[src/hw/rtl/mqm_pkg.sv]
// Package for the multi-queue mailbox: item structs, field widths and status codes.
// Used by multi_queue_mailbox_core and its testbench; depends on nothing else.
package mqm_pkg;

	// Fixed field widths of the request and response items
	localparam int QID_W     = 3;
	localparam int PAYLOAD_W = 64;
	localparam int STATUS_W  = 2;

	// Response status codes
	localparam logic [STATUS_W-1:0] ST_OK     = 2'd0;
	localparam logic [STATUS_W-1:0] ST_BAD_ID = 2'd1;
	localparam logic [STATUS_W-1:0] ST_FULL   = 2'd2;
	localparam logic [STATUS_W-1:0] ST_EMPTY  = 2'd3;

	// Operation codes
	localparam logic KIND_SEND = 1'b0;
	localparam logic KIND_RECV = 1'b1;

	typedef struct packed {
		logic                 kind;
		logic [QID_W-1:0]     queue_id;
		logic [PAYLOAD_W-1:0] message_payload;
	} req_item_t;

	typedef struct packed {
		logic [STATUS_W-1:0]  status;
		logic [PAYLOAD_W-1:0] received_payload;
		logic                 received_valid;
	} rsp_item_t;

endpackage

[src/hw/rtl/multi_queue_mailbox_core.sv]
// Results: an accepted item passes through stage 1 and then the response register.
// Throughput: one item per cycle unless the response channel stalls; an OK item
// does one memory write or read and one read-modify-write of its queue pointers.
// Reset: arst_n clears head, tail and fill count of every queue and the pipeline
// valids at once; the message memory is not cleared and needs no clearing pass.
module multi_queue_mailbox_core #(
	parameter int NUM_QUEUES    = 8,
	parameter int QUEUE_DEPTH   = 8,
	parameter int PAYLOAD_WIDTH = 64
) (
	input  logic              clk,
	input  logic              arst_n,
	input  logic              req_valid,
	output logic              req_stall,
	input  mqm_pkg::req_item_t req_item,
	output logic              rsp_valid,
	input  logic              rsp_stall,
	output mqm_pkg::rsp_item_t rsp_item
);
	import mqm_pkg::*;

	// Only ids below 2**QID_W can ever be named
	localparam int NQ        = (NUM_QUEUES < (1 << QID_W)) ? NUM_QUEUES : (1 << QID_W);
	localparam int QW        = $clog2(NQ);
	localparam int SW        = $clog2(QUEUE_DEPTH);
	localparam int CW        = $clog2(QUEUE_DEPTH + 1);
	localparam int AW        = QW + SW;
	localparam int MEM_DEPTH = 1 << AW;

	// Queue pointer registers
	logic [SW-1:0] head_q [NQ];
	logic [SW-1:0] tail_q [NQ];
	logic [CW-1:0] cnt_q  [NQ];

	// Message memory
	logic [PAYLOAD_WIDTH-1:0] msg_mem [MEM_DEPTH];

	// Stage 1 and response registers
	logic                     vld_s1;
	logic [STATUS_W-1:0]      status_s1;
	logic                     rd_s1;
	logic [PAYLOAD_WIDTH-1:0] rdata_s1;
	logic                     rsp_valid_q;
	rsp_item_t                rsp_item_q;

	logic                accept;
	logic                s1_adv;
	logic [QW-1:0]       q_idx;
	logic                qid_ok;
	logic                is_send;
	logic [SW-1:0]       head_rd;
	logic [SW-1:0]       tail_rd;
	logic [CW-1:0]       cnt_rd;
	logic                q_full;
	logic                q_empty;
	logic [STATUS_W-1:0] status_new;
	logic                do_wr;
	logic                do_rd;
	logic [SW-1:0]       head_nxt;
	logic [SW-1:0]       tail_nxt;

	// Handshake: stage 1 moves on when the response register is free or taken
	assign s1_adv    = !rsp_valid_q || !rsp_stall;
	assign req_stall = vld_s1 && !s1_adv;
	assign accept    = req_valid && !req_stall;

	// Decode the item and look up its queue
	assign q_idx   = req_item.queue_id[QW-1:0];
	assign qid_ok  = (req_item.queue_id != '0) && (int'(req_item.queue_id) < NUM_QUEUES);
	assign is_send = (req_item.kind == KIND_SEND);

	always_comb begin
		head_rd = '0;
		tail_rd = '0;
		cnt_rd  = '0;
		if (qid_ok) begin
			head_rd = head_q[q_idx];
			tail_rd = tail_q[q_idx];
			cnt_rd  = cnt_q[q_idx];
		end
	end

	assign q_full  = (cnt_rd == CW'(QUEUE_DEPTH));
	assign q_empty = (cnt_rd == '0);

	// Pick the status; the id check wins over full and empty
	always_comb begin
		priority if (!qid_ok) begin
			status_new = ST_BAD_ID;
		end else if (is_send && q_full) begin
			status_new = ST_FULL;
		end else if (!is_send && q_empty) begin
			status_new = ST_EMPTY;
		end else begin
			status_new = ST_OK;
		end
	end

	assign do_wr = accept && (status_new == ST_OK) && is_send;
	assign do_rd = accept && (status_new == ST_OK) && !is_send;

	// Wrap the ring pointers
	assign head_nxt = (head_rd == SW'(QUEUE_DEPTH - 1)) ? '0 : head_rd + 1'b1;
	assign tail_nxt = (tail_rd == SW'(QUEUE_DEPTH - 1)) ? '0 : tail_rd + 1'b1;

	// Update the pointers of the addressed queue
	always_ff @(posedge clk or negedge arst_n) begin
		if (!arst_n) begin
			for (int i = 0; i < NQ; i++) begin
				head_q[i] <= '0;
				tail_q[i] <= '0;
				cnt_q[i]  <= '0;
			end
		end else begin
			if (do_wr) begin
				tail_q[q_idx] <= tail_nxt;
				cnt_q[q_idx]  <= cnt_rd + 1'b1;
			end
			if (do_rd) begin
				head_q[q_idx] <= head_nxt;
				cnt_q[q_idx]  <= cnt_rd - 1'b1;
			end
		end
	end

	// Write at the tail, read at the head; read data holds until the next read
	always_ff @(posedge clk) begin
		if (do_wr) begin
			msg_mem[{q_idx, tail_rd}] <= req_item.message_payload[PAYLOAD_WIDTH-1:0];
		end
		if (do_rd) begin
			rdata_s1 <= msg_mem[{q_idx, head_rd}];
		end
	end

	// Stage 1 control
	always_ff @(posedge clk or negedge arst_n) begin
		if (!arst_n) begin
			vld_s1    <= 1'b0;
			status_s1 <= ST_OK;
			rd_s1     <= 1'b0;
		end else if (!req_stall) begin
			vld_s1    <= accept;
			status_s1 <= status_new;
			rd_s1     <= do_rd;
		end
	end

	// Response valid
	always_ff @(posedge clk or negedge arst_n) begin
		if (!arst_n) begin
			rsp_valid_q <= 1'b0;
		end else if (s1_adv) begin
			rsp_valid_q <= vld_s1;
		end
	end

	// Response payload
	always_ff @(posedge clk) begin
		if (s1_adv && vld_s1) begin
			rsp_item_q.status           <= status_s1;
			rsp_item_q.received_valid   <= rd_s1;
			rsp_item_q.received_payload <= rd_s1 ? PAYLOAD_W'(rdata_s1) : '0;
		end
	end

	assign rsp_valid = rsp_valid_q;
	assign rsp_item  = rsp_item_q;

`ifndef SYNTH
	// A delivered message always carries the success status
	assert property (@(posedge clk) disable iff (!arst_n)
		rsp_valid && rsp_item.received_valid |-> rsp_item.status == ST_OK)
		else $error("received message without success status");

	// A queue never holds more than its depth
	assert property (@(posedge clk) disable iff (!arst_n)
		req_valid && qid_ok |-> cnt_rd <= CW'(QUEUE_DEPTH))
		else $error("queue fill count above depth");

	// Read data waiting in stage 1 is not overwritten while it is held
	assert property (@(posedge clk) disable iff (!arst_n)
		vld_s1 && rd_s1 && !s1_adv |=> $stable(rdata_s1))
		else $error("held read data changed");

	// A write and a read never happen for the same item
	assert property (@(posedge clk) disable iff (!arst_n)
		!(do_wr && do_rd))
		else $error("write and read issued together");
`endif

endmodule

[config.mk]
export PLATFORM = sky130hd
export DESIGN_NAME = multi_queue_mailbox_core
export DESIGN_NICKNAME = d
export VERILOG_FILES = /design/src/hw/rtl/mqm_pkg.sv /design/src/hw/rtl/multi_queue_mailbox_core.sv
export SDC_FILE = /design/constraint.sdc
export NUM_CORES = 2
export LEC_CHECK = 0
export BUFFER_PORTS_ARGS = -buffer_cell sky130_fd_sc_hd__buf_2
export CELL_PAD_IN_SITES_DETAIL_PLACEMENT = 0
export CELL_PAD_IN_SITES_GLOBAL_PLACEMENT = 1
export CORE_MARGIN = 2
export CORE_UTILIZATION = 35
export DETAILED_ROUTE_END_ITERATION = 16
export HOLD_SLACK_MARGIN = 0.1
export PLACE_DENSITY_LB_ADDON = 0.1
export SLEW_MARGIN = 10
export SYNTH_ARGS = -nofsm -noshare
export SYNTH_HDL_FRONTEND = slang
export SYNTH_SLANG_ARGS = --single-unit
[constraint.sdc]
create_clock -name clk -period 8.4 [get_ports clk]
set_clock_uncertainty 0.1 [all_clocks]
set_input_delay 1.68 -clock clk [delete_from_list [all_inputs] [get_ports clk]]
set_output_delay 1.68 -clock clk [all_outputs]
set_load 0.005 [all_outputs]
# == Yosys cells after proc, flatten, opt, wreduce, memory -nomap -nowiden ==
# Memories as Yosys holds them, arrays and structs flattened. A register that Yosys moved wholly into a read port is not among the register bits.
# Index checks and enable logic that the tools add are counted.
# totals
ff_bits,152
latchBits,0
mem_bits_rw,4096
romBits,0
in_bits,72
out_inout_bits,69
word_cells,89
n_memories,1
# classes
addsub,4
n_mul,0
div_mod_pow,0
n_lt_le_gt_ge,2
n_eq_ne,3
shifts,0
muxes,29
bitwise,2
n_reduce_logical,17
# memory_table
memory,words,width,read_ports,rd_ports_with_merged_regs,wr,line_no,rtl
msg_mem,64,64,1,1,1,multi_queue_mailbox_core.sv:36,logic [PAYLOAD_WIDTH-1:0] msg_mem [MEM_DEPTH];
# op_table
op,count
32-bit bitwise mux,2
32-bit two-way mux,2
24-bit bitwise mux,2
3-bit two-way mux,9
3-bit binary-select mux with 3-bit select,2
4-bit two-way mux,4
4-bit binary-select mux with 3-bit select,1
4-bit demux with 3-bit select,1
3-bit demux with 3-bit select,1
1-bit logical AND,9
3-bit by 1-bit adder with 3-bit output (second input constant),2
3-bit == test (second input constant),2
2-bit two-way mux,3
4-bit by 1-bit adder with 4-bit output (second input constant),1
4-bit == test (second input constant),1
4-bit greater-or-equal comparator (second input constant),1
1-bit zero test,4
4-bit zero test,1
4-bit by 1-bit less-than comparator with 1-bit output (second input constant),1
3-bit inverter with 4-bit output,1
4-bit by 1-bit subtractor with 4-bit output (second input constant),1
3-bit nonzero test,1
2-bit zero test,1
1-bit two-way mux,2
2 further kinds,2

# == Depth between registers and ports, before layout ==
# depth
word_depth,16
ltp_mapped,15
mapped_depth_nobuf,10

# == Least setup slack after synthesis ==
# OpenSTA, ideal clock, no wires.
# synth_timing
path_type,input to register
start,in req_item[64] (netlist name)
end,"mem msg_mem[12][0], enable pin"
setup_ns,0.487
arrival_time_ns,6.691
required_time_ns,7.813
setup_slack_ns,1.123
path_stages,12
path_buffers,5
path_cell_list,clkbuf_1 > clkbuf_1 > clkbuf_1 > a221o_1 > o21ai_0 > ha_1 > inv_1 > o41ai_2 > or3_1 > buf_2 > buf_2 > nor2_1
# synth_via
elab_chain_cells,15
word_cells_on_any_way,22
cone_classes,1 x eq/ne; 13 x mux; 1 x bitwise; 7 x reduce/logical
# synth_rtl
item,line_no,rtl
from (decl),multi_queue_mailbox_core.sv:15,"input mqm_pkg::req_item_t req_item,"
3-bit inverter with 4-bit output (implied by the code),"multi_queue_mailbox_core.sv:78, multi_queue_mailbox_core.sv:79",
4-bit binary-select mux with 3-bit select,multi_queue_mailbox_core.sv:79,cnt_rd = cnt_q[q_idx];
4-bit two-way mux (implied by the code) (2 in series),multi_queue_mailbox_core.sv:79,
4-bit two-way mux,multi_queue_mailbox_core.sv:76,if (qid_ok) begin
4-bit zero test,multi_queue_mailbox_core.sv:84,assign q_empty = (cnt_rd == '0);
1-bit logical AND,multi_queue_mailbox_core.sv:92,end else if (!is_send && q_empty) begin
2-bit two-way mux,multi_queue_mailbox_core.sv:92,
2-bit two-way mux,multi_queue_mailbox_core.sv:90,end else if (is_send && q_full) begin
2-bit two-way mux,multi_queue_mailbox_core.sv:88,priority if (!qid_ok) begin
2-bit zero test,multi_queue_mailbox_core.sv:99,assign do_wr = accept && (status_new == ST_OK) && is_send;
1-bit logical AND (2 in series),multi_queue_mailbox_core.sv:99,
1-bit two-way mux,multi_queue_mailbox_core.sv:128,if (do_wr) begin
1-bit two-way mux (implied by the code),multi_queue_mailbox_core.sv:129,"msg_mem[{q_idx, tail_rd}] <= req_item.message_payload[PAYLOAD_WIDTH-1:0];"
to (decl),multi_queue_mailbox_core.sv:36,
# Parallel ways exist; a longest one is shown, timed or not. The select of a mux whose other input is x is not followed.

# == Worst setup path in the final report ==
# layout_timing
start,in req_item[65] (netlist name)
end,"reg rdata_s1[34] (read register of msg_mem), data pin"
# layout_via
elab_chain_cells,13
word_cells_on_any_way,20
cone_classes,1 x eq/ne; 11 x mux; 1 x bitwise; 7 x reduce/logical
# layout_rtl
item,line_no,rtl
3-bit inverter with 4-bit output (implied by the code),"multi_queue_mailbox_core.sv:77, multi_queue_mailbox_core.sv:79",
4-bit binary-select mux with 3-bit select,multi_queue_mailbox_core.sv:79,
4-bit two-way mux (implied by the code) (2 in series),multi_queue_mailbox_core.sv:79,
4-bit two-way mux,multi_queue_mailbox_core.sv:76,
4-bit zero test,multi_queue_mailbox_core.sv:84,
1-bit logical AND,multi_queue_mailbox_core.sv:92,
2-bit two-way mux,multi_queue_mailbox_core.sv:92,
2-bit two-way mux,multi_queue_mailbox_core.sv:90,
2-bit two-way mux,multi_queue_mailbox_core.sv:88,
2-bit zero test,multi_queue_mailbox_core.sv:100,assign do_rd = accept && (status_new == ST_OK) && !is_send;
1-bit logical AND (2 in series),multi_queue_mailbox_core.sv:100,
to (decl),multi_queue_mailbox_core.sv:42,logic [PAYLOAD_WIDTH-1:0] rdata_s1;
# Parallel ways exist; a longest one is shown, timed or not. The select of a mux whose other input is x is not followed.
# A chain may end at the register's enable or synchronous reset.

==> results by group <==
Global route
  – GRT Total Usage: approximately 22%
  – Antenna violations before repair: 59
  – Via count of the first global-routing pass: approximately 100k
  – First-pass GRT wire length: 784 mm
  – Largest net degree at the start of global routing: about 160
  – Total overflow reported by the global router: 0

CTS
  – # clock sinks: between 4k and 5k
  – Maximum root-to-sink buffer count: 4
  – Number of H-tree levels: 5
  – Clock root buffer: sky130_fd_sc_hd__clkbuf_16
  – Clock buffer count from CTS: ~470
  – CTS Hold Bufs: 0
  – Source-to-sink clock delay at the later pin of the worst-skew pair: 1.03 ns
  – Count of instances resized after the clock tree is built: 0
  – Setup repair bufs after CTS: 0
  – Clock tree from TritonCTS: done
  – Clock slew at reported path FFs: ~0.060 ns

Place
  – Instance area at placement: 179000 sq um
  – Gpl congestion: between 0.7 and 0.8
  – Total placed cells including tap cells: about 19k
  – Setup slack after placement: 1.44 ns
  – HPWL after detailed placement: around 290 mm
  – Number of input and output port buffers inserted: between 100 and 150

Die
  – Core footprint: around 480000 sq um
  – Top-level I/O count: approximately 140
  – Initial Utilization: about a third
  – FP Rows: around 250
  – DIE AREA: ~480000 sq um
  – Width of the die: between 600 and 700 um
  – Vertical die dimension: roughly 700 um

Yosys
  – Area share of the largest cell type after synthesis: between 70% and 80%
  – Async set or reset register ratio after synthesis: under 10%
  – Most frequently used flop master after synthesis: sky130_fd_sc_hd__edfxtp_1
  – Synth Area per Inst: approximately 13 sq um
  – Share of synthesized area occupied by flip-flops and latches: a little under 80%
  – Number of synthesized register bits: approximately 4.3k
  – Leading cell types by total area after synthesis: sky130_fd_sc_hd__edfxtp_1, sky130_fd_sc_hd__nor2_1, sky130_fd_sc_hd__nand2_1, sky130_fd_sc_hd__o2111ai_1, sky130_fd_sc_hd__o22ai_1
  – Total of warnings raised by yosys: 0
  – Distinct cell type count after synthesis: 63
  – Post-synth EDFFs: 4227
  – Cells after Synth: roughly 12k
  – Post-Syn Area: around 170000 sq um
  – Most area-hungry cell type in the Yosys netlist: sky130_fd_sc_hd__edfxtp_1

Route
  – Count of routing violations after the opening detailed-route iteration: 10.4k
  – Drt drc: 0
  – Via density per instance: 5.30
  – Wire length after detailed routing: between 500 and 600 mm
  – Routed wire per std cell: around 28 um
  – Number of nets still failing antenna checks after routing: 0
  – Overall via count from detail_route: 106k
  – Number of detailed-route iterations in the first pass: 5

Critical path
  – Most Frequent Cell on Critical Path: sky130_fd_sc_hd__buf_4
  – Crit path max fanout: 45
  – Startpoint types: primary input
  – Worst setup startpoint: req_item[65]
  – Arrival time at the worst endpoint: 6.60 ns
  – Critical path class: in -> reg
  – Worst flop-to-flop path startpoint: head_q[3]
  – Critical Path, Cell by Cell: buf_2 > buf_4 > buf_4 > nor2b_1 > a222oi_1 > buf_4 > o311a_4 > buf_12 > buf_4 > a31oi_1 > o2111ai_1 > nand4_1 > mux2_2
  – Category of the worst setup path capture point: flip-flop
  – Longest individual stage delay on the worst path: 0.65 ns
  – Cell with the largest stage delay on the worst path: sky130_fd_sc_hd__o311a_4
  – Required time at the worst-slack endpoint: about 9 ns

Cells and area
  – Final #Nets: between 10k and 15k
  – Most frequent cells in the layout: sky130_fd_sc_hd__edfxtp_1, sky130_fd_sc_hd__nor2_1, sky130_fd_sc_hd__nand2_1
  – Most frequent standard cell in the layout excluding fill and tap cells: sky130_fd_sc_hd__edfxtp_1
  – Final Core Density: about 41%
  – Syn-to-layout area delta: 15.9%
  – Final Non-Filler Cells: 19.9k
  – Finished layout cell area: between 150000 and 200000 sq um
  – Layout cell share with drive strength beyond 1: approximately a tenth

STA
  – Actual slew at the worst max-slew pin: around 1.3 ns
  – Maximum operating frequency: between 150 and 200 MHz
  – Slack of the critical path: 2.48 ns
  – Worst Hold Slack: around 0.28 ns
  – RSZ-0062 raised after global routing: no
  – Time the worst path needs with I/O delays and setup: approximately 5.9 ns
  – Final number of max-transition violations: 0
  – Final Hold Viols: 0
  – Total negative setup slack: 0 ns
  – Final critical-path share of the clock period: a little over two thirds
  – Number of failing setup endpoints in the final timing report: 0
  – Slew Limit Headroom: ~16%

Status
  – Outcome: finished clean

Power
  – Power density over the cells: roughly 290 nW/um^2
  – Maximum vdd drop: 218 uV
  – Total power draw: roughly 57 mW
  – Static power due to leakage: roughly 65 nW

Min path
  – Hold path startpoint: cnt_q[30]
  – Hold crit path type: reg -> reg

Run
  – Total of max-cap violations: 0
## kinds of logic (layout without fill, tap and decap cells)
| group | Yosys count | after routing | synth area share, % |
|---|---|---|---|
| AND/OR/NAND/NOR | 5544 | 5544 | 13.2 |
| buffers and inverters | 860 | 1393 | 2.16 |
| XOR/XNOR | 3 | 3 | 0.0157 |
| flip-flops | 4303 | 4303 | 76.9 |
| multiplexers | 115 | 115 | 0.818 |
| AO/OA/AOI/OAI | 1637 | 1637 | 6.90 |
| other | 1 | 525 | 0.00224 |
| adder cells (fa/ha/maj) | 6 | 6 | 0.0448 |
## sequential cells by signal (all words and copies together), names as in the netlist
signal / flops
head_q: 21
cnt_q: 29
tail_q: 21
rd_s1: 1
rsp_valid: 1
msg_mem: 4096
rdata_s1: 64
vld_s1: 1
rsp_item: 67
status_s1: 2
## synthesized netlist by cell type (6+ instances only)
cell	number
sky130_fd_sc_hd__a21oi_1	18
sky130_fd_sc_hd__a31oi_1	513
sky130_fd_sc_hd__and2_1	68
sky130_fd_sc_hd__and3_1	6
sky130_fd_sc_hd__buf_1	22
sky130_fd_sc_hd__buf_2	274
sky130_fd_sc_hd__buf_4	10
sky130_fd_sc_hd__clkbuf_1	543
sky130_fd_sc_hd__dfrtp_1	76
sky130_fd_sc_hd__edfxtp_1	4227
sky130_fd_sc_hd__ha_1	6
sky130_fd_sc_hd__inv_1	10
sky130_fd_sc_hd__mux2_2	95
sky130_fd_sc_hd__mux2i_1	11
sky130_fd_sc_hd__mux4_2	8
sky130_fd_sc_hd__nand2_1	2131
sky130_fd_sc_hd__nand2b_1	9
sky130_fd_sc_hd__nand3_1	523
sky130_fd_sc_hd__nand4_1	128
sky130_fd_sc_hd__nor2_1	2636
sky130_fd_sc_hd__nor3_1	10
sky130_fd_sc_hd__o2111ai_1	512
sky130_fd_sc_hd__o21ai_0	39
sky130_fd_sc_hd__o22ai_1	514
sky130_fd_sc_hd__or2_2	6
## path summary, 6_finish.rpt
kind | endpoint | slack [ns] | cells after the start
worst max-delay path | rdata_s1[34] | 2.48 | 13
worst min-delay path | cnt_q[30] | 0.28 | 0
worst max register to register | rdata_s1[34] | 3.61 | 10
worst min register to register | cnt_q[30] | 0.28 | 0
max in group asynchronous | rd_s1 | 6.72 | 1
min in group asynchronous | vld_s1 | 0.72 | 1
## report_power, final
part / total [mW] / internal [mW] / leakage [nW] / switching [mW]
logic: 12.0 / 3.19 / 18.0 / 8.80
registers: 24.4 / 24.2 / 39.4 / 0.262
clock network: 20.2 / 11.6 / 7.21 / 8.61
## cell type report
class / instances / area [sq um]
Fill cell: 44405 / 283000
Clock buffer: 594 / 12500
Multi-Input combinational cell: 7817 / 37600
Clock inverter: 264 / 2380
Tap cell: 6400 / 8010
Inverter: 10 / 50.0
Sequential cell: 4303 / 129000
Timing Repair Buffer: 525 / 4880
Antenna cell: 13 / 32.5
## layer usage
metal | GRT usage (%) | part of all wire (%) | vias to the layer above
li1 | - | - | 46976
met1 | 32.4 | 45 | 54580
met4 | 4.29 | 1.9 | 12
met5 | 0 | 0.017 | -
met2 | 36.4 | 47 | 3318
met3 | 3.11 | 6.1 | 646
## critical path, delay by kind of cell
| kind | cells | cell delay, ns |
|---|---|---|
| multiplexers | 1 | 0.43 |
| AND/OR/NAND/NOR | 2 | 0.54 |
| AO/OA/AOI/OAI | 4 | 1.52 |
| buffers and inverters | 6 | 2.22 |
No activity file was read; power rests on OpenSTA's default activity.
